## src/hdl/usbmidi_pkg.sv

```systemverilog
// shared types and constants for the usb midi descriptor scanner
package usbmidi_pkg;

  // descriptor type codes
  localparam logic [7:0] DESC_INTERFACE = 8'd4;
  localparam logic [7:0] DESC_ENDPOINT  = 8'd5;

  // interface class and subclass of a midi streaming interface
  localparam logic [7:0] CLASS_AUDIO   = 8'd1;
  localparam logic [7:0] SUBCLASS_MIDI = 8'h03;

  // minimum descriptor lengths that are decoded
  localparam logic [7:0] IFACE_MIN_LEN = 8'd9;
  localparam logic [7:0] EP_MIN_LEN    = 8'd7;

  // endpoint direction bit and transfer type codes
  localparam int unsigned DIR_IN_BIT = 7;
  localparam logic [1:0]  XFER_BULK  = 2'd2;
  localparam logic [1:0]  XFER_INTR  = 2'd3;

  // byte offsets inside a descriptor
  localparam logic [7:0] OFF_LENGTH   = 8'd0;
  localparam logic [7:0] OFF_KIND     = 8'd1;
  localparam logic [7:0] OFF_IF_NUM   = 8'd2;
  localparam logic [7:0] OFF_IF_CLASS = 8'd5;
  localparam logic [7:0] OFF_IF_SUB   = 8'd6;
  localparam logic [7:0] OFF_EP_ADDR  = 8'd2;
  localparam logic [7:0] OFF_EP_ATTR  = 8'd3;
  localparam logic [7:0] OFF_MPS_LO   = 8'd4;
  localparam logic [7:0] OFF_MPS_HI   = 8'd5;

  // byte positions in the set that carry the total length, and byte count bounds
  localparam logic [15:0] TOTAL_LO_IDX  = 16'd2;
  localparam logic [15:0] TOTAL_HI_IDX  = 16'd3;
  localparam logic [15:0] MIN_END_COUNT = 16'd4;
  localparam logic [15:0] COUNT_MAX     = 16'hFFFF;

  // one scan result
  typedef struct packed {
    logic        found;
    logic [7:0]  in_endpoint;
    logic [7:0]  out_endpoint;
    logic [15:0] in_max_packet;
    logic [7:0]  interface_number;
    logic        interface_seen;
  } res_t;

endpackage

```

## src/hdl/usbmidi_parse.sv

```systemverilog
// per-byte descriptor walker: parse state and held endpoint results
module usbmidi_parse (
  input  logic               clk,
  input  logic               rst_n,
  input  logic               acc,
  input  logic [7:0]         data_byte,
  input  logic               first_byte,
  output logic               res_valid,
  output usbmidi_pkg::res_t  res_data
);

  logic [15:0]       byte_count_r, byte_count_nxt;
  logic [15:0]       total_length_r, total_length_nxt;
  logic [7:0]        desc_offset_r, desc_offset_nxt;
  logic [7:0]        desc_length_r, desc_length_nxt;
  logic [7:0]        desc_kind_r, desc_kind_nxt;
  logic              parse_active_r, parse_active_nxt;
  logic              in_midi_r, in_midi_nxt;
  logic [7:0]        pend_class_r, pend_class_nxt;
  logic [7:0]        pend_field_r, pend_field_nxt;
  logic [1:0]        pend_xfer_r, pend_xfer_nxt;
  logic [7:0]        pend_mps_lo_r, pend_mps_lo_nxt;
  usbmidi_pkg::res_t held_r, held_nxt;

  // next parse state for one accepted byte
  always_comb begin : parse_step
    logic [7:0] off;
    off = '0;
    byte_count_nxt   = byte_count_r;
    total_length_nxt = total_length_r;
    desc_offset_nxt  = desc_offset_r;
    desc_length_nxt  = desc_length_r;
    desc_kind_nxt    = desc_kind_r;
    parse_active_nxt = parse_active_r;
    in_midi_nxt      = in_midi_r;
    pend_class_nxt   = pend_class_r;
    pend_field_nxt   = pend_field_r;
    pend_xfer_nxt    = pend_xfer_r;
    pend_mps_lo_nxt  = pend_mps_lo_r;
    held_nxt         = held_r;
    res_valid        = 1'b0;
    if (acc) begin
      // restart clears everything and treats this byte as byte 0
      if (first_byte) begin
        byte_count_nxt   = '0;
        total_length_nxt = '0;
        desc_offset_nxt  = '0;
        desc_length_nxt  = '0;
        desc_kind_nxt    = '0;
        in_midi_nxt      = 1'b0;
        pend_class_nxt   = '0;
        pend_field_nxt   = '0;
        pend_xfer_nxt    = '0;
        pend_mps_lo_nxt  = '0;
        held_nxt         = '0;
        parse_active_nxt = 1'b1;
      end
      if (parse_active_nxt) begin
        off = desc_offset_nxt;
        // total length capture
        if (byte_count_nxt == usbmidi_pkg::TOTAL_LO_IDX) begin
          total_length_nxt[7:0] = data_byte;
        end else if (byte_count_nxt == usbmidi_pkg::TOTAL_HI_IDX) begin
          total_length_nxt[15:8] = data_byte;
        end
        if (off == usbmidi_pkg::OFF_LENGTH && data_byte == 8'd0) begin
          // zero length byte ends the set
          res_valid        = 1'b1;
          parse_active_nxt = 1'b0;
        end else begin
          // field capture by offset
          if (off == usbmidi_pkg::OFF_LENGTH) begin
            desc_length_nxt = data_byte;
            desc_kind_nxt   = '0;
          end else if (off == usbmidi_pkg::OFF_KIND) begin
            desc_kind_nxt = data_byte;
          end else if (desc_kind_nxt == usbmidi_pkg::DESC_INTERFACE &&
                       desc_length_nxt >= usbmidi_pkg::IFACE_MIN_LEN) begin
            if (off == usbmidi_pkg::OFF_IF_NUM) begin
              pend_field_nxt = data_byte;
            end else if (off == usbmidi_pkg::OFF_IF_CLASS) begin
              pend_class_nxt = data_byte;
            end else if (off == usbmidi_pkg::OFF_IF_SUB) begin
              if (pend_class_nxt == usbmidi_pkg::CLASS_AUDIO &&
                  data_byte == usbmidi_pkg::SUBCLASS_MIDI) begin
                in_midi_nxt               = 1'b1;
                held_nxt.interface_number = pend_field_nxt;
                held_nxt.interface_seen   = 1'b1;
              end else begin
                in_midi_nxt = 1'b0;
              end
            end
          end else if (desc_kind_nxt == usbmidi_pkg::DESC_ENDPOINT &&
                       desc_length_nxt >= usbmidi_pkg::EP_MIN_LEN && in_midi_nxt) begin
            if (off == usbmidi_pkg::OFF_EP_ADDR) begin
              pend_field_nxt = data_byte;
            end else if (off == usbmidi_pkg::OFF_EP_ATTR) begin
              pend_xfer_nxt   = data_byte[1:0];
              pend_mps_lo_nxt = '0;
            end else if (off == usbmidi_pkg::OFF_MPS_LO) begin
              pend_mps_lo_nxt = data_byte;
            end else if (off == usbmidi_pkg::OFF_MPS_HI) begin
              if (pend_xfer_nxt == usbmidi_pkg::XFER_BULK ||
                  pend_xfer_nxt == usbmidi_pkg::XFER_INTR) begin
                if (pend_field_nxt[usbmidi_pkg::DIR_IN_BIT]) begin
                  held_nxt.in_endpoint   = pend_field_nxt;
                  held_nxt.found         = (pend_field_nxt != 8'd0);
                  held_nxt.in_max_packet = {data_byte, pend_mps_lo_nxt};
                end else begin
                  held_nxt.out_endpoint = pend_field_nxt;
                end
              end
            end
          end
          // advance within the descriptor
          if ({1'b0, off} + 9'd1 >= {1'b0, desc_length_nxt}) begin
            desc_offset_nxt = '0;
          end else begin
            desc_offset_nxt = off + 8'd1;
          end
          // saturating byte count
          if (byte_count_nxt != usbmidi_pkg::COUNT_MAX) begin
            byte_count_nxt = byte_count_nxt + 16'd1;
          end
          // end of set by total length
          if (byte_count_nxt >= usbmidi_pkg::MIN_END_COUNT &&
              byte_count_nxt >= total_length_nxt) begin
            res_valid        = 1'b1;
            parse_active_nxt = 1'b0;
          end
        end
      end
    end
  end

  assign res_data = held_nxt;

  // parse state registers
  always_ff @(posedge clk) begin
    if (!rst_n) begin
      byte_count_r   <= '0;
      total_length_r <= '0;
      desc_offset_r  <= '0;
      desc_length_r  <= '0;
      desc_kind_r    <= '0;
      parse_active_r <= 1'b0;
      in_midi_r      <= 1'b0;
      pend_class_r   <= '0;
      pend_field_r   <= '0;
      pend_xfer_r    <= '0;
      pend_mps_lo_r  <= '0;
      held_r         <= '0;
    end else begin
      byte_count_r   <= byte_count_nxt;
      total_length_r <= total_length_nxt;
      desc_offset_r  <= desc_offset_nxt;
      desc_length_r  <= desc_length_nxt;
      desc_kind_r    <= desc_kind_nxt;
      parse_active_r <= parse_active_nxt;
      in_midi_r      <= in_midi_nxt;
      pend_class_r   <= pend_class_nxt;
      pend_field_r   <= pend_field_nxt;
      pend_xfer_r    <= pend_xfer_nxt;
      pend_mps_lo_r  <= pend_mps_lo_nxt;
      held_r         <= held_nxt;
    end
  end

endmodule

```

## src/hdl/usbmidi_outq.sv

```systemverilog
// result register with one skid entry so input stays open during a stall until the skid entry fills
module usbmidi_outq (
  input  logic               clk,
  input  logic               rst_n,
  input  logic               push,
  input  usbmidi_pkg::res_t  push_data,
  output logic               push_ready,
  output logic               out_valid,
  input  logic               out_ready,
  output usbmidi_pkg::res_t  out_data
);

  logic              out_valid_r, out_valid_nxt;
  logic              skid_valid_r, skid_valid_nxt;
  usbmidi_pkg::res_t out_data_r, out_data_nxt;
  usbmidi_pkg::res_t skid_data_r, skid_data_nxt;
  logic              out_free;

  assign out_free   = !out_valid_r || out_ready;
  assign push_ready = !skid_valid_r;

  // refill output from skid first, then from a new result
  always_comb begin
    out_valid_nxt  = out_valid_r;
    out_data_nxt   = out_data_r;
    skid_valid_nxt = skid_valid_r;
    skid_data_nxt  = skid_data_r;
    if (out_free) begin
      if (skid_valid_r) begin
        out_valid_nxt  = 1'b1;
        out_data_nxt   = skid_data_r;
        skid_valid_nxt = 1'b0;
      end else if (push) begin
        out_valid_nxt = 1'b1;
        out_data_nxt  = push_data;
      end else begin
        out_valid_nxt = 1'b0;
      end
    end else if (push) begin
      skid_valid_nxt = 1'b1;
      skid_data_nxt  = push_data;
    end
  end

  // control flags
  always_ff @(posedge clk) begin
    if (!rst_n) begin
      out_valid_r  <= 1'b0;
      skid_valid_r <= 1'b0;
    end else begin
      out_valid_r  <= out_valid_nxt;
      skid_valid_r <= skid_valid_nxt;
    end
  end

  // payload
  always_ff @(posedge clk) begin
    out_data_r  <= out_data_nxt;
    skid_data_r <= skid_data_nxt;
  end

  assign out_valid = out_valid_r;
  assign out_data  = out_data_r;

endmodule

```

## src/hdl/usb_midi_descriptor_scanner.sv

```systemverilog
// top level of the usb midi descriptor scanner
//
// Input channel: one byte of a usb configuration descriptor set per transfer
// (in_data_byte), with in_first_byte marking byte 0 of a new set. Output
// channel: one result per finished set (endpoint addresses, max packet size,
// midi streaming interface number and flags).
// Each byte is handled in the cycle of its transfer; the parse state is kept
// in registers, so a byte can be taken every cycle while in_ready is high.
// A set ends on a zero length byte at a descriptor start or when the byte
// count reaches the total length; its result is registered in the output
// register, or in the skid entry while the receiver stalls.
// Output is a result register backed by one skid entry: while the receiver
// stalls, bytes keep flowing until a second result is waiting, and only then
// does in_ready drop. in_ready is driven from a register.
// Synchronous active-low reset clears the parse state and empties the output;
// bytes without in_first_byte while no set is open are dropped silently.
module usb_midi_descriptor_scanner (
  input  logic        clk,
  input  logic        rst_n,
  input  logic        in_valid,
  output logic        in_ready,
  input  logic [7:0]  in_data_byte,
  input  logic        in_first_byte,
  output logic        out_valid,
  input  logic        out_ready,
  output logic        out_found,
  output logic [7:0]  out_in_endpoint,
  output logic [7:0]  out_out_endpoint,
  output logic [15:0] out_in_max_packet,
  output logic [7:0]  out_interface_number,
  output logic        out_interface_seen
);

  logic              in_acc;
  logic              res_valid;
  usbmidi_pkg::res_t res_data;
  usbmidi_pkg::res_t out_data;

  assign in_acc = in_valid && in_ready;

  // descriptor walker
  usbmidi_parse u_parse (
    .clk        (clk),
    .rst_n      (rst_n),
    .acc        (in_acc),
    .data_byte  (in_data_byte),
    .first_byte (in_first_byte),
    .res_valid  (res_valid),
    .res_data   (res_data)
  );

  // result output stage
  usbmidi_outq u_outq (
    .clk        (clk),
    .rst_n      (rst_n),
    .push       (res_valid),
    .push_data  (res_data),
    .push_ready (in_ready),
    .out_valid  (out_valid),
    .out_ready  (out_ready),
    .out_data   (out_data)
  );

  assign out_found            = out_data.found;
  assign out_in_endpoint      = out_data.in_endpoint;
  assign out_out_endpoint     = out_data.out_endpoint;
  assign out_in_max_packet    = out_data.in_max_packet;
  assign out_interface_number = out_data.interface_number;
  assign out_interface_seen   = out_data.interface_seen;

endmodule

```

## config.mk

```make
export PLATFORM = sky130hd
export DESIGN_NAME = usb_midi_descriptor_scanner
export DESIGN_NICKNAME = d
export VERILOG_FILES = /design/src/hdl/usbmidi_pkg.sv /design/src/hdl/usbmidi_parse.sv /design/src/hdl/usbmidi_outq.sv /design/src/hdl/usb_midi_descriptor_scanner.sv
export SDC_FILE = /design/constraint.sdc
export NUM_CORES = 1
export LEC_CHECK = 0
export ABC_CLOCK_PERIOD_IN_PS = 7350
export BUFFER_PORTS_ARGS = -buffer_cell sky130_fd_sc_hd__buf_2
export CAP_MARGIN = 20
export CORE_ASPECT_RATIO = 0.7
export CORE_MARGIN = 2
export CORE_UTILIZATION = 29
export DETAILED_ROUTE_END_ITERATION = 6
export HOLD_SLACK_MARGIN = 0.1
export SLEW_MARGIN = 10
export SYNTH_ARGS = -nofsm -noshare
export SYNTH_HDL_FRONTEND = slang
export SYNTH_SLANG_ARGS = --single-unit
```

## constraint.sdc

```tcl
create_clock -name clk -period 7.35 [get_ports clk]
set_clock_uncertainty 0.1 [all_clocks]
set_input_delay 1.47 -clock clk [delete_from_list [all_inputs] [get_ports clk]]
set_output_delay 1.47 -clock clk [all_outputs]
set_load 0.05 [all_outputs]
```

=== Word-level counts from Yosys, hierarchy flattened ===
Cells that the tools add are included.

* Register bits after elaboration: 212
* Logic and storage cells: 193

* Order comparisons: 5
* Mux-type cells: 119
* Bitwise gates (word level): 2
* Eq/ne operators: 15
* Add/subtract/negate cells: 3
* Reductions and logical operators: 18

{| class="wikitable"
|+ Operator list
! kind !! number
|-
| 8-bit 2-to-1 mux || 55
|-
| 42-bit 2-to-1 mux || 8
|-
| 33-bit 2-to-1 mux || 7
|-
| 16-bit 2-to-1 mux || 11
|-
| 9-bit 2-to-1 mux || 6
|-
| 8-bit by 3-bit equality test with 1-bit output (second input constant) || 5
|-
| 16-bit by 2-bit equality test with 1-bit output (second input constant) || 2
|-
| 8-bit by 2-bit equality test with 1-bit output (second input constant) || 3
|-
| 1-bit 2-to-1 mux || 22
|-
| 2-bit 2-to-1 mux || 10
|-
| 16-bit by 1-bit adder with 16-bit output (second input constant) || 1
|-
| 8-bit by 1-bit equality test with 1-bit output (second input constant) || 2
|-
| 16-bit >= comparator || 1
|-
| 16-bit by 3-bit >= comparator with 1-bit output (second input constant) || 1
|-
| 8-bit logical NOT || 2
|-
| 16-bit inequality test (second input constant) || 1
|-
| 8-bit by 1-bit adder with 9-bit output (second input constant) || 1
|-
| 9-bit by 8-bit >= comparator with 1-bit output || 1
|-
| 8-bit by 1-bit adder with 8-bit output (second input constant) || 1
|-
| 8-bit by 3-bit >= comparator with 1-bit output (second input constant) || 1
|-
| 8-bit by 4-bit >= comparator with 1-bit output (second input constant) || 1
|-
| 8-bit nonzero test || 1
|-
| 1-bit logical AND || 7
|-
| 2-bit equality test (second input constant) || 2
|-
| 6 further kinds || 10
|}

=== Depth between registers and ports, before layout ===
Gate-level depths: netlist (run 1).

* Depth after elaboration: 19
* Depth in mapped cells: 24

=== Modules after synthesis ===
From an unflattened synthesis (run 1), not the netlist that was laid out.

* Cells, all modules: 1000
* Area, all modules: 10382.5 um^2

{| class="wikitable"
|+ By module, submodules not included
! module !! area an instance (um^2) !! seq. area each (um^2) !! instances !! cells an instance
|-
| usbmidi_parse || 7065.5 || 2502.4 || 1 || 859
|-
| usbmidi_outq || 3310.7 || 2562.5 || 1 || 140
|-
| usb_midi_descriptor_scanner || 6.3 || 0.0 || 1 || 1
|}

=== Worst setup path after synthesis (run 1) ===
OpenSTA, ideal clock, no wires.

* Kind: in2reg
* Start point: in in_first_byte
* End point: reg u_outq.out_data_r, in the netlist u_outq.out_data[0], enable pin
* Stages on the path: 24
* Library setup time: 0.456 ns
* Data arrival time: 7.374 ns
* Slack: -0.580 ns
* Cells stage by stage: buf_2 clkinv_1 clkbuf_1 clkbuf_1 nand2_1 inv_1 ha_1 clkbuf_1 and4_1 nand4_1 or2_2 clkbuf_1 clkbuf_1 nand2_1 xor2_1 nor2_1 ha_1 o21a_1 o211ai_1 nor2_1 a221oi_1 o211ai_1 o211ai_1 a21oi_1

* Longest elaborated chain between the ends: 15

{| class="wikitable"
|+ Ends and longest elaborated chain
! what !! line !! source
|-
| start: declaration || usb_midi_descriptor_scanner.sv:23 || <nowiki>input logic in_first_byte,</nowiki>
|-
| 16-bit 2-to-1 mux || usbmidi_parse.sv:44 || <nowiki>if (first_byte) begin</nowiki>
|-
| 16-bit 2-to-1 mux || usbmidi_parse.sv:42 || <nowiki>if (acc) begin</nowiki>
|-
| 16-bit by 1-bit adder with 16-bit output, or another cell as far along || usbmidi_parse.sv:123 || <nowiki>byte_count_nxt = byte_count_nxt + 16'd1;</nowiki>
|-
| 16-bit 2-to-1 mux / 8-bit 2-to-1 mux (equally long branches) || usbmidi_parse.sv:122, usbmidi_parse.sv:63 ||
|-
| 16-bit 2-to-1 mux / 8-bit 2-to-1 mux (equally long branches) || usbmidi_parse.sv:66, usbmidi_parse.sv:61 ||
|-
| 16-bit 2-to-1 mux / 8-bit 2-to-1 mux (equally long branches) || usbmidi_parse.sv:58 || <nowiki>if (parse_active_nxt) begin</nowiki>
|-
| 16-bit 2-to-1 mux / 8-bit 2-to-1 mux (equally long branches) || usbmidi_parse.sv:42 ||
|-
| 16-bit by 3-bit >= comparator with 1-bit output / 16-bit >= comparator (equally long branches) || usbmidi_parse.sv:126, usbmidi_parse.sv:127 ||
|-
| 1-bit logical AND || usbmidi_parse.sv:126 || <nowiki>if (byte_count_nxt >= usbmidi_pkg::MIN_END_COUNT &&</nowiki>
|-
| 1-bit 2-to-1 mux || usbmidi_parse.sv:126 ||
|-
| 1-bit 2-to-1 mux || usbmidi_parse.sv:66 || <nowiki>if (off == usbmidi_pkg::OFF_LENGTH && data_byte == 8'd0) begin</nowiki>
|-
| 1-bit 2-to-1 mux (*) || usbmidi_parse.sv:58 ||
|-
| 1-bit 2-to-1 mux (*) || usbmidi_parse.sv:42 ||
|-
| 2-bit nonzero test (no line) (*) || - ||
|-
| 2-bit AND reduction (no line) (*) || - ||
|-
| end signal: assignment || usbmidi_outq.sv:58 || <nowiki>out_data_r <= out_data_nxt;</nowiki>
|-
| end: declaration || usbmidi_outq.sv:15 || <nowiki>usbmidi_pkg::res_t out_data_r, out_data_nxt;</nowiki>
|}

Every way passes the cells marked *; elsewhere a longest branch is shown, timed or not. The select of a mux whose other input is x is not followed.
A chain may end at the register's enable or synchronous reset.

=== Worst setup path in the final report (run 1) ===
* Start point: in in_first_byte
* End point: reg u_outq.skid_data_r[40] in the netlist's numbering, enable pin

* Longest elaborated chain between the ends: 14

{| class="wikitable"
|+ Ends and longest elaborated chain
! what !! line !! source
|-
| 16-bit 2-to-1 mux || usbmidi_parse.sv:44 ||
|-
| 16-bit 2-to-1 mux || usbmidi_parse.sv:42 ||
|-
| 16-bit by 1-bit adder with 16-bit output, or another cell as far along || usbmidi_parse.sv:123 ||
|-
| 16-bit 2-to-1 mux / 8-bit 2-to-1 mux (equally long branches) || usbmidi_parse.sv:122, usbmidi_parse.sv:63 ||
|-
| 16-bit 2-to-1 mux / 8-bit 2-to-1 mux (equally long branches) || usbmidi_parse.sv:66, usbmidi_parse.sv:61 ||
|-
| 16-bit 2-to-1 mux / 8-bit 2-to-1 mux (equally long branches) || usbmidi_parse.sv:58 ||
|-
| 16-bit 2-to-1 mux / 8-bit 2-to-1 mux (equally long branches) || usbmidi_parse.sv:42 ||
|-
| 16-bit by 3-bit >= comparator with 1-bit output / 16-bit >= comparator (equally long branches) || usbmidi_parse.sv:126, usbmidi_parse.sv:127 ||
|-
| 1-bit logical AND || usbmidi_parse.sv:126 ||
|-
| 1-bit 2-to-1 mux || usbmidi_parse.sv:126 ||
|-
| 1-bit 2-to-1 mux || usbmidi_parse.sv:66 ||
|-
| 1-bit 2-to-1 mux (*) || usbmidi_parse.sv:58 ||
|-
| 1-bit 2-to-1 mux (*) || usbmidi_parse.sv:42 ||
|-
| 2-bit AND reduction (no line) (*) || - ||
|-
| end signal: assignment || usbmidi_outq.sv:59 || <nowiki>skid_data_r <= skid_data_nxt;</nowiki>
|-
| end: declaration || usbmidi_outq.sv:16 || <nowiki>usbmidi_pkg::res_t skid_data_r, skid_data_nxt;</nowiki>
|}

Marks and branches as above.

==> out/metrics.yaml, run 1 <==
result_of_the_run: "finished, final reports clean"
floorplan.initialDensity_pct: 29.7
core_sq_um: 35000
critPathLaunch: "in_first_byte"
clock_latency_ps: 510
numPortBuffers: 56
worstMarginPinSlew_ps: 1140
post_synth_num_cell_types: 81
detailroute.via_count: 8346
final_layout_size_suffix_gt1_share_pct: 15.6
area.growth.synth_to_final_pct: 13.5
post_drt_wl_per_cell_microns: 17.8
full_die_area_sq_um: 37400
finalSetupViolCount: 0
min-delay-path-class: "register to register"
ant_nets: 0
final_min_period_over_clock_period_pct: 82.3
avgSynthCellArea_sq_um: 9.74
cts_resized: 0
synth_seq_cells: 211
cts_setup_buffers: 0
worst_hold_startpoint: "u_parse.total_length_r[0]"
finalWirelength_mm: 27.9
leakage_uw: 0.00432
sequential_share_of_the_synthesized_area_pct: 48.7
via_count_of_the_first_global_routing_pass: 7697
row_count: 57
grt_setup_unrepaired: "no"
final_cell_count_no_fill: 1569
post_synth_inst_count: 1068
final_hold_viol_count: 0
crit_path_max_fanout: 60
asyncSetResetFlopFracSynth_pct: 0
insertedDiodeCount: 0
first_pass_grt_wire_length_mm: 44.5
max-cap-violations: 0
tritoncts: "built"
critPathLaunchType: "primary input"
ctsLongestPathBuffers: 3
totalNegativeSetupSlack_ps: 0
pre_cts_setup_slack_ps: 749
clk_root_buffer_cell: "sky130_fd_sc_hd__clkbuf_16"
post_synthesis_instance_area_sq_um: 10400
gp_congestion: 0.937
r2r_end: "u_outq.skid_data_r[40]"
stdcell_area_sq_um: 11800
worst_slack_ps: 1300
cts_made_buffers: 22
pd_cells_nw_per_um2: 212
timing.critical_path.to: "u_outq.skid_data_r[40]"
r2r_cells: 17
place_hpwl_mm: 19.0
clock-sinks: 211
ctsHtreeMaxLevel: 1
die_height_microns: 162
path_class: "primary input to register"
postSynth.topFlopCell: "sky130_fd_sc_hd__dfxtp_1"
die_width_microns: 230
drc: 0
arrival_ps: 6160
vdd.ir_drop.worst_uv: 146
drt_pass1_iterations: 5
detailed_place.area_sq_um: 11100
final_nets: 1124
syn_nets: 1111
track_usage_pct: 14.8
antenna_found_initial: 1
timing.critical_path.required_ps: 7460
dp.cells: 1529
grt_remaining_overflow: 0
drt-vias-per-instance: 5.32
timing_max_transition_violations_final: 0
number_of_flops_mapped_to_enable_cells_by_yosys: 84
layout_min_cycle_time_ps: 6050
worst-r2r-setup-slack_ps: 2000
largest_net_degree_at_the_start_of_global_routing: 61
worstReg2RegStart: "u_parse.byte_count_r[1]"
max-slew-margin-rel_pct: 24.0
cts-hold-fix-buffers: 0
boundaryPins: 57
fmaxAchievable_ghz: 0.165
synth.yosys.warnings: 0
cts.clk_slew.worst_paths_ps: 60
setup.worst_path.end_class: "register"
drtIter0Drc: 885
layout by cell type (no fill, tap or decap), types with 4 or more instances in the layout:
cell type and instances:
sky130_fd_sc_hd__dfxtp_1 127, sky130_fd_sc_hd__nor2_1 114, sky130_fd_sc_hd__edfxtp_1 84, sky130_fd_sc_hd__a21oi_1 64, sky130_fd_sc_hd__nand2_1 64, sky130_fd_sc_hd__buf_2 56, sky130_fd_sc_hd__and2_1 40, sky130_fd_sc_hd__mux2_2 40
sky130_fd_sc_hd__a22oi_1 37, sky130_fd_sc_hd__o21ai_0 36, sky130_fd_sc_hd__a31oi_1 30, sky130_fd_sc_hd__ha_1 30, sky130_fd_sc_hd__inv_1 26, sky130_fd_sc_hd__clkbuf_16 23, sky130_fd_sc_hd__nor2b_1 20, sky130_fd_sc_hd__nand3_1 19
sky130_fd_sc_hd__and3_1 19, sky130_fd_sc_hd__a211oi_1 19, sky130_fd_sc_hd__nand4_1 17, sky130_fd_sc_hd__nor3_1 14, sky130_fd_sc_hd__o22ai_1 14, sky130_fd_sc_hd__a21o_1 13, sky130_fd_sc_hd__a22o_1 13, sky130_fd_sc_hd__buf_4 13
sky130_fd_sc_hd__nor4_1 10, sky130_fd_sc_hd__nand2b_1 10, sky130_fd_sc_hd__nor3b_1 9, sky130_fd_sc_hd__xnor2_1 8, sky130_fd_sc_hd__o21a_1 8, sky130_fd_sc_hd__xor2_1 6, sky130_fd_sc_hd__mux2i_1 6, sky130_fd_sc_hd__a32o_1 6
sky130_fd_sc_hd__o211ai_1 5, sky130_fd_sc_hd__o21ai_1 5, sky130_fd_sc_hd__or3_1 5, sky130_fd_sc_hd__and4_1 4, sky130_fd_sc_hd__or2_2 4, sky130_fd_sc_hd__clkinvlp_4 4, sky130_fd_sc_hd__clkinv_2 4
report_power, final:
group | leakage (uW) | internal (uW) | switching (uW) | total, uW
clock network | 0.000352 | 664 | 463 | 1130
logic | 0.00216 | 39.9 | 108 | 148
registers | 0.00181 | 1220 | 8.34 | 1230
registers in the layout, indices dropped and copies added (netlist names):
| name | cells |
|---|---|
| u_outq.skid_valid_r | 1 |
| u_outq.out_data | 42 |
| u_parse.total_length_r | 16 |
| u_parse.desc_offset_r | 8 |
| u_outq.skid_data_r | 42 |
| u_parse.pend_field_r | 8 |
| u_parse.desc_kind_r | 8 |
| u_outq.out_valid | 1 |
| u_parse.byte_count_r | 16 |
| u_parse.in_midi_r | 1 |
| u_parse.pend_class_r | 8 |
| u_parse.pend_mps_lo_r | 8 |
| u_parse.parse_active_r | 1 |
| u_parse.held_r | 42 |
| u_parse.pend_xfer_r | 1 |
| u_parse.desc_length_r | 8 |
area by class of cell:
class                   count  area [sq um]
fillers                  3553         23200
repair buffers             69           378
inverters                  29           109
multi-input cells         748          4920
clock inverters            12           123
clock buffers              28           614
flip-flops and latches    211          5060
well taps                 472           591
metal layers:
layer	track usage (%)	vias to the layer above	wire (microns)
li1	-	3960	-
met1	23.5	4055	14400
met2	20.4	298	11000
met3	2.66	33	2060
met4	3.26	0	463
met5	0	-	0
critical path, stage by stage:
cell and delay (ps):
sky130_fd_sc_hd__buf_2 120, sky130_fd_sc_hd__buf_4 300, sky130_fd_sc_hd__buf_4 580, sky130_fd_sc_hd__a31oi_1 120, sky130_fd_sc_hd__nor2b_1 810, sky130_fd_sc_hd__mux2_2 430
sky130_fd_sc_hd__ha_1 270, sky130_fd_sc_hd__nand2b_1 90, sky130_fd_sc_hd__a21oi_1 70, sky130_fd_sc_hd__o21ai_0 140, sky130_fd_sc_hd__a221oi_1 110, sky130_fd_sc_hd__o211ai_1 240
sky130_fd_sc_hd__o211ai_1 330, sky130_fd_sc_hd__nor2b_4 660, sky130_fd_sc_hd__buf_4 320
metrics by stage:
stage	util, %	power [uW]	hold slack (ps)
floorplan	-	1350	332
global placement	31.6	1400	342
detailed placement	31.6	1400	355
CTS	33.7	2520	365
global route	33.7	2590	385
finish	33.7	2500	360
cell usage after synthesis, types with 19 or more instances:
cell | instances | area share, %
sky130_fd_sc_hd__dfxtp_1 | 127 | 24
sky130_fd_sc_hd__nor2_1 | 115 | 4.2
sky130_fd_sc_hd__edfxtp_1 | 84 | 24
sky130_fd_sc_hd__a21oi_1 | 65 | 3.1
sky130_fd_sc_hd__clkbuf_1 | 65 | 2.3
sky130_fd_sc_hd__nand2_1 | 64 | 2.3
sky130_fd_sc_hd__and2_1 | 40 | 2.4
sky130_fd_sc_hd__mux2_2 | 40 | 4.3
sky130_fd_sc_hd__a22oi_1 | 37 | 2.7
sky130_fd_sc_hd__o21ai_0 | 36 | 1.7
sky130_fd_sc_hd__a31oi_1 | 30 | 1.8
sky130_fd_sc_hd__ha_1 | 30 | 3.6
sky130_fd_sc_hd__inv_1 | 27 | 0.97
sky130_fd_sc_hd__nor2b_1 | 21 | 1.3
sky130_fd_sc_hd__a211oi_1 | 19 | 1.4
sky130_fd_sc_hd__and3_1 | 19 | 1.1
sky130_fd_sc_hd__nand3_1 | 19 | 0.91
how the worst min path moves through the flow:
stage	end	cells past startpoint	slack (ps)
global route	u_parse.total_length_r[0]	2	380
floorplan	u_parse.total_length_r[0]	2	330
CTS	u_parse.total_length_r[0]	2	360
detailed placement	u_parse.total_length_r[0]	2	360
finish	u_parse.total_length_r[0]	2	360
global placement	u_parse.total_length_r[0]	2	340
kinds of logic (layout without fill, tap and decap cells):
logic type | Yosys count | in the layout | synth area share [%]
adder cells (fa/ha/maj) | 30 | 30 | 3.61
multiplexers | 46 | 46 | 4.91
buffers and inverters | 109 | 138 | 4.17
XOR/XNOR | 14 | 14 | 1.18
AO/OA/AOI/OAI | 284 | 284 | 18.3
AND/OR/NAND/NOR | 374 | 374 | 19.1
flip-flops | 211 | 211 | 48.7
Note: power is estimated with default switching activity, not from simulation.
==> run 2, diff against run 1 <==
ABC_AREA = 1   (was default)
ABC_CLOCK_PERIOD_IN_PS = 5650   (was 7350)
clock period = 5.65 ns   (was 7.35 ns; I/O delays follow)
==> run 2 against run 1 <==
Effect of this change: count of clock-buffer cells in the layout is 1 higher; register-to-register slack worse by 620 ps; via count is 30% higher; sequential share of layout area is 4.5 points lower; highest routed layer unchanged; critical path depth is 5 higher; largest power group unchanged; sequential cell count stayed put.
==> out/metrics.yaml, run 2 <==
yosys.area.top_type_share_pct: 22.0  # -2.5 points
track_usage_pct: 16.1  # +1.3 points
die_height_microns: 171  # +5.3%
worstMarginPinSlew_ps: 1030  # -109 ps
net-switching-power_uw: 922  # +59%
buffers_plus_inverters_on_the_worst_setup_path: 6  # +2
power.share.sequential_pct: 45.1  # -3.9 points
final_min_period_over_clock_period_pct: 84.1
place_hpwl_mm: 23.1  # +22%
floorplan.initialDensity_pct: 29.3  # -0.44 points
avgSynthCellArea_sq_um: 7.40  # -24%
worst_hold_path.num_cells: 2  # unchanged
synth.top_cells.by_count: "sky130_fd_sc_hd__nand2_1, sky130_fd_sc_hd__inv_1, sky130_fd_sc_hd__a21oi_1, sky130_fd_sc_hd__nor2_1, sky130_fd_sc_hd__dfxtp_1"
asyncSetResetFlopFracSynth_pct: 0  # unchanged
layout_min_cycle_time_ps: 4750
grt_remaining_overflow: 0  # unchanged
synth_seq_cells: 211  # unchanged
max_incr_delay_on_cp_ps: 830  # +20 ps
die_width_microns: 243  # +5.4%
clock-sinks: 211  # unchanged
setup.worst_path.end_class: "register"
numPortBuffers: 56  # unchanged
post_synth_inst_count: 1563  # +46%
post_synthesis_instance_area_sq_um: 11600  # +11%
ant_nets: 0  # unchanged
cts.clk_slew.worst_paths_ps: 60  # about the same
n_fill_cell: 4152  # +17%
crit_path_max_fanout: 88  # +47%
worst-r2r-setup-slack_ps: 1380  # -620 ps
internal_power_uw: 2690  # +40%
tritoncts: "built"
netSwitchingFraction_pct: 25.5  # +2.3 points
drtIter0Drc: 1164  # +32%
result_of_the_run: "finished, final reports clean"
final_layout_size_suffix_gt1_share_pct: 9.93  # -5.7 points
critical-path-slowest-cell: "sky130_fd_sc_hd__buf_4"
final_hold_viol_count: 0  # unchanged
core_sq_um: 39500  # +13%
sequential_share_of_the_synthesized_area_pct: 43.8  # -4.9 points
layout_commonest_cell: "sky130_fd_sc_hd__nand2_1"
cp_common_cell: "sky130_fd_sc_hd__nand2_1"
area.growth.synth_to_final_pct: 14.0
leakage_uw: 0.00564  # +31%
clk_root_buffer_cell: "sky130_fd_sc_hd__clkbuf_16"
worst_slack_ps: 896  # -406 ps
boundaryPins: 57  # unchanged
finalSetupViolCount: 0  # unchanged
power.share.clock_pct: 44.8  # -0.3 points
post_synth_num_cell_types: 45  # -44%
arrival_ps: 5100  # -1060 ps
r2r_cells: 22  # +5
pre_cts_setup_slack_ps: 431  # -318 ps
min-delay-path-class: "register to register"
yosys.cell_count.top_type: "sky130_fd_sc_hd__nand2_1"
synth_area_leaders: "sky130_fd_sc_hd__dfxtp_1, sky130_fd_sc_hd__edfxtp_1, sky130_fd_sc_hd__nand2_1"
dp.cells: 2097  # +37%
ctsHtreeMaxLevel: 1  # unchanged
min_to: "u_parse.desc_length_r[6]"
path_class: "primary input to register"
post_drt_wl_per_cell_microns: 15.9  # -11%
cts_made_buffers: 23  # +4.5%
cts_setup_buffers: 0  # unchanged
timing.critical_path.required_ps: 6000  # -1460 ps
row_count: 61  # +7.0%
insertedDiodeCount: 0  # unchanged
timing.critical_path.cells: "buf_2, inv_4, buf_4, buf_4, nand2_1, nand4_4, inv_2, nand3_2, o21ai_0, ha_1, inv_1, o21bai_1, a21oi_1, o21a_1, o21ai_0, nand2_1, nand2_1, nor2_1, nand3_1, a21oi_1"
max-slew-margin-rel_pct: 31.5  # +7.6 points
drt_pass1_iterations: 5  # unchanged
critPathLaunchType: "primary input"
full_die_area_sq_um: 41500  # +11%
timing_max_transition_violations_final: 0  # unchanged
grt_setup_unrepaired: "no"
worst_hold_startpoint: "u_parse.desc_length_r[6]"
ctsLongestPathBuffers: 3  # unchanged
max-cap-violations: 0  # unchanged
finalWirelength_mm: 33.9  # +22%
r2r_end: "u_outq.out_data[17]"
number_of_flops_mapped_to_enable_cells_by_yosys: 84  # unchanged
detailroute.via_count: 10800  # +30%
cts_resized: 0  # unchanged
final_nets: 1630  # +45%
worstReg2RegStart: "u_parse.byte_count_r[1]"
first_pass_grt_wire_length_mm: 54.0  # +21%
cts-hold-fix-buffers: 0  # unchanged
totalNegativeSetupSlack_ps: 0  # unchanged
pd_cells_nw_per_um2: 274  # +29%
synth_top_area_cell: "sky130_fd_sc_hd__dfxtp_1"
via_count_of_the_first_global_routing_pass: 9841  # +28%
drc: 0  # unchanged
final_cell_count_no_fill: 2137  # +36%
synth.yosys.warnings: 0  # unchanged
gp_congestion: 0.866  # -7.5%
antenna_found_initial: 0  # -1
critPathTopFamily: "buffers and inverters"
syn_nets: 1606  # +45%
largest_net_degree_at_the_start_of_global_routing: 89  # +46%
layout.cells.most_common_list: "sky130_fd_sc_hd__nand2_1, sky130_fd_sc_hd__inv_1, sky130_fd_sc_hd__a21oi_1, sky130_fd_sc_hd__nor2_1, sky130_fd_sc_hd__dfxtp_1"
fmaxAchievable_ghz: 0.210
clock_latency_ps: 530  # +20 ps
vdd.ir_drop.worst_uv: 172  # +18%
postSynth.topFlopCell: "sky130_fd_sc_hd__dfxtp_1"
crit_cells: 20  # +5
drt-vias-per-instance: 5.06  # -4.9%
power.share.combinational_pct: 10.1  # +4.2 points
[run 2: cell types whose count changed in the layout (fill, tap and decap cells not counted), moves of 36 or more]
cell / change
sky130_fd_sc_hd__nand2_1: +394
sky130_fd_sc_hd__inv_1: +110
sky130_fd_sc_hd__nand3_1: +73
sky130_fd_sc_hd__a21oi_1: +71
sky130_fd_sc_hd__o211ai_1: +44
sky130_fd_sc_hd__mux2_2: -40
sky130_fd_sc_hd__and2_1: -37
sky130_fd_sc_hd__a22oi_1: -36
[run 2: worst max-delay path by stage]
| stage | start | endpoint | slack [ps] |
|---|---|---|---|
| finish | in_first_byte | u_parse.desc_offset_r[3] | 900 |
| global route | in_first_byte | u_parse.desc_offset_r[3] | 500 |
| CTS | in_first_byte | u_parse.desc_offset_r[3] | 980 |
| detailed placement | in_first_byte | u_parse.desc_offset_r[3] | 430 |
| global placement | in_first_byte | u_parse.desc_offset_r[2] | 580 |
| floorplan | in_first_byte | u_outq.skid_data_r[0] | 120 |
[run 2: through the flow]
stage	total power (uW)	cell area [sq um]	hold WS, ps	util (%)
2_1_floorplan	1910	11600	345	-
3_3_place_gp	2020	12400	352	31.3
3_5_place_dp	2020	12400	356	31.3
5_1_grt	3740	13200	387	33.3
6_report	3610	13200	363	33.3
4_1_cts	3650	13200	366	33.3
[run 2: routing by layer]
metal  track usage, %  part of all wire, %
met4             4.05                  2.2
met5                0                    0
met2             23.3                   40
met1             24.2                   49
met3             3.17                  8.5
[run 2: cell type report]
class / count / area (sq um) / share of cell area (%)
Tap cell: 535 / 669 / 5.08
Sequential cell: 211 / 5060 / 38.4
Timing Repair Buffer: 73 / 445 / 3.38
Inverter: 149 / 562 / 4.26
Clock buffer: 29 / 608 / 4.61
Clock inverter: 11 / 188 / 1.42
Multi-Input combinational cell: 1129 / 5640 / 42.8
[run 2: logic make-up after synthesis]
kind of cell             synth area share [%]
XOR/XNOR                                0.682
buffers and inverters                    7.71
AND/OR/NAND/NOR                          28.9
adder cells (fa/ha/maj)                  3.25
AO/OA/AOI/OAI                            15.7
flip-flops                               43.8
[run 2: power by group through the flow]
stage          Sequential, uW  Combinational, uW  Clock, uW
3_3_place_gp             1660                357          0
6_report                 1630                366       1620
3_5_place_dp             1660                360          0
5_1_grt                  1630                405       1710
2_1_floorplan            1680                240          0
4_1_cts                  1630                362       1660
[run 2: worst reg2reg max path, delay by kind of cell (launching register included)]
kind,cells,cell delay (ps)
buffers and inverters,4,660
adder cells (fa/ha/maj),2,420
flip-flops,1,380
AO/OA/AOI/OAI,1,200
AND/OR/NAND/NOR,15,2120
==> run 3, diff against run 2 <==
ABC_CLOCK_PERIOD_IN_PS = 4200   (was 5650)
clock period = 4.2 ns   (was 5.65 ns; I/O delays follow)
==> run 3 against run 2 <==
Effect of this change: combinational power grew 56%; critical path type unchanged; count of clock-buffer cells in the layout shrank 2; worst hold slack gained 1.8 ps; sequential power grew 34%; critical path depth grew 4; worst setup slack lost 490 ps; cell count grew 4.7%; largest cell class unchanged.
==> out/metrics.yaml, run 3 (same netlist as run 2, synthesis figures left out) <==
clk_root_buffer_cell: "sky130_fd_sc_hd__clkbuf_16"
die_height_microns: 171  # unchanged
ant_nets: 0  # unchanged
antenna_found_initial: 0  # unchanged
cts_resized: 0  # unchanged
max-slew-margin-rel_pct: 39.4  # +7.9 points
totalPowerFinal_uw: 4950  # +37%
buffers_plus_inverters_on_the_worst_setup_path: 6  # unchanged
cp_common_cell: "sky130_fd_sc_hd__nand2_1"
pd_cells_nw_per_um2: 352  # +28%
largest_net_degree_at_the_start_of_global_routing: 57  # -36%
drt_pass1_iterations: 5  # unchanged
cts_setup_buffers: 0  # unchanged
critical-path-slowest-cell: "sky130_fd_sc_hd__buf_2"
grt_remaining_overflow: 0  # unchanged
final_min_period_over_clock_period_pct: 90.3
place_hpwl_mm: 24.7  # +6.8%
layout_commonest_cell: "sky130_fd_sc_hd__nand2_1"
arrival_ps: 3900  # -1200 ps
layout_min_cycle_time_ps: 3790
clock-sinks: 211  # unchanged
boundaryPins: 57  # unchanged
grt_setup_unrepaired: "no"
tritoncts: "built"
critPathLaunchType: "primary input"
dr.max_layer_used: "met4"
path_class: "primary input to register"
drtIter0Drc: 896  # -23%
drt-vias-per-instance: 4.95  # -2.2%
max_incr_delay_on_cp_ps: 290  # -540 ps
finalWirelength_mm: 34.7  # +2.3%
detailroute.wirelength.met3_mm: 2.62  # -9.5%
full_die_area_sq_um: 41500  # unchanged
final_hold_viol_count: 0  # unchanged
via_count_of_the_first_global_routing_pass: 10400  # +5.6%
routed_wire_length_on_met2_mm: 14.0  # +3.9%
result_of_the_run: "finished, final reports clean"
hold_slack_ps: 365  # +1.81 ps
drc: 0  # unchanged
timing.critical_path.required_ps: 4310  # -1690 ps
setup.worst_path.end_class: "register"
max-cap-violations: 0  # unchanged
worstMarginPinSlew_ps: 907  # -120 ps
numPortBuffers: 56  # unchanged
cts.clk_slew.worst_paths_ps: 60  # about the same
layout.cells.most_common_list: "sky130_fd_sc_hd__nand2_1, sky130_fd_sc_hd__inv_1, sky130_fd_sc_hd__a21oi_1, sky130_fd_sc_hd__dfxtp_1, sky130_fd_sc_hd__nor2_1"
crit_path_max_fanout: 35  # -60%
core_sq_um: 39500  # unchanged
cts_made_buffers: 23  # unchanged
gp_congestion: 0.911  # +5.2%
min-delay-path-class: "register to register"
ctsLongestPathBuffers: 3  # unchanged
insertedDiodeCount: 0  # unchanged
post_drt_wl_per_cell_microns: 15.5  # -2.3%
area.growth.synth_to_final_pct: 21.5
final_nets: 1728  # +6.0%
wl_met1_mm: 17.2  # +3.1%
timing.critical_path.cells: "buf_2, inv_16, nand2_4, inv_4, ha_4, nand2_2, nor2_2, nand2_1, nor2_1, nand2_1, buf_4, nand2_1, ha_1, nand2_1, inv_1, nand3_2, nor3_2, nand3_1, nand3_1, nand2_1, nand2_1, nand2_2, a21oi_4, buf_12"
die_width_microns: 243  # unchanged
clock_latency_ps: 540  # about the same
ctsHtreeMaxLevel: 1  # unchanged
floorplan.initialDensity_pct: 29.3  # unchanged
fmaxAchievable_ghz: 0.264
vdd.ir_drop.worst_uv: 228  # +33%
row_count: 61  # unchanged
detailroute.via_count: 11100  # +2.3%
first_pass_grt_wire_length_mm: 56.6  # +4.7%
leakage_uw: 0.00620  # +9.9%
totalNegativeSetupSlack_ps: 0  # unchanged
critPathTopFamily: "simple AND/OR/NAND/NOR gates"
final_layout_size_suffix_gt1_share_pct: 16.0  # +6.1 points
timing_max_transition_violations_final: 0  # unchanged
cts-hold-fix-buffers: 0  # unchanged
finalSetupViolCount: 0  # unchanged
n_fill_cell: 4162  # +0.24%
track_usage_pct: 16.8  # +0.74 points
run 3: changes by cell type in the layout (fill, tap and decap cells not counted), moves of 2 or more:
cell and delta:
sky130_fd_sc_hd__clkbuf_1 -4, sky130_fd_sc_hd__nor2_1 -2, sky130_fd_sc_hd__nand3_1 -2, sky130_fd_sc_hd__buf_12 +3, sky130_fd_sc_hd__buf_4 +95, sky130_fd_sc_hd__nand2_2 +2
sky130_fd_sc_hd__inv_6 +3, sky130_fd_sc_hd__nand2_1 -3, sky130_fd_sc_hd__ha_1 -2, sky130_fd_sc_hd__ha_4 +2, sky130_fd_sc_hd__clkinv_2 +3, sky130_fd_sc_hd__clkbuf_8 +2
sky130_fd_sc_hd__clkinv_4 -2
run 3: power by group:
| group | internal, uW | switching (uW) | total (uW) |
|---|---|---|---|
| Clock | 1310 | 876 | 2180 |
| Sequential | 2160 | 28.7 | 2190 |
| Combinational | 189 | 382 | 571 |
| Total | 3660 | 1290 | 4950 |
run 3: worst register-to-register path, stage by stage (launching register included):
cell and delay, ps:
sky130_fd_sc_hd__dfxtp_1 390, sky130_fd_sc_hd__inv_1 110, sky130_fd_sc_hd__nor2_4 140, sky130_fd_sc_hd__ha_4 170, sky130_fd_sc_hd__nand2_2 60, sky130_fd_sc_hd__nor2_2 130
sky130_fd_sc_hd__nand2_1 80, sky130_fd_sc_hd__nor2_1 160, sky130_fd_sc_hd__nand2_1 190, sky130_fd_sc_hd__buf_4 230, sky130_fd_sc_hd__nand2_1 110, sky130_fd_sc_hd__ha_1 130
sky130_fd_sc_hd__nand2_1 70, sky130_fd_sc_hd__inv_1 60, sky130_fd_sc_hd__nand3_2 80, sky130_fd_sc_hd__nor3_2 210, sky130_fd_sc_hd__nand3_1 100, sky130_fd_sc_hd__nand3_1 80
sky130_fd_sc_hd__nand2_1 50, sky130_fd_sc_hd__nand2_1 90, sky130_fd_sc_hd__nand2_2 120, sky130_fd_sc_hd__a21oi_4 210, sky130_fd_sc_hd__buf_12 230
run 3: through the flow:
stage | worst slack, ps | area [sq um] | std cells | utilization, %
finish | 408 | 14000 | 2237 | 35.5
global route | 122 | 14000 | 2237 | 35.5
CTS | 412 | 14000 | 2237 | 35.5
global placement | -4.71 | 13200 | 2195 | 33.5
floorplan | -331 | 11700 | 1563 | -
detailed placement | -145 | 13200 | 2195 | 33.5
run 3: routing by layer:
layer,up-vias,GRT usage (%)
met5,-,0
met4,0,4.19
met3,63,3.15
met2,384,24.7
met1,5097,25.1
li1,5523,-
run 3: worst paths after layout:
kind | from | endpoint | slack, ps | cells after the start
worst min register to register | u_parse.desc_length_r[5] | u_parse.desc_length_r[5] | 360 | 2
worst max-delay path | in_first_byte | u_outq.out_data[36] | 410 | 24
worst max register to register | u_parse.byte_count_r[1] | u_outq.out_data[36] | 540 | 22
worst min-delay path | u_parse.desc_length_r[5] | u_parse.desc_length_r[5] | 360 | 2
run 3: final cells by class:
cell class | count | area [sq um] | area share, %
sequential | 211 | 5060 | 36.0
clock buffer | 27 | 621 | 4.42
timing repair buffer | 171 | 1220 | 8.67
clock inverter | 15 | 185 | 1.32
multi-input combinational | 1129 | 5710 | 40.7
tap | 535 | 669 | 4.76
inverter | 149 | 578 | 4.11
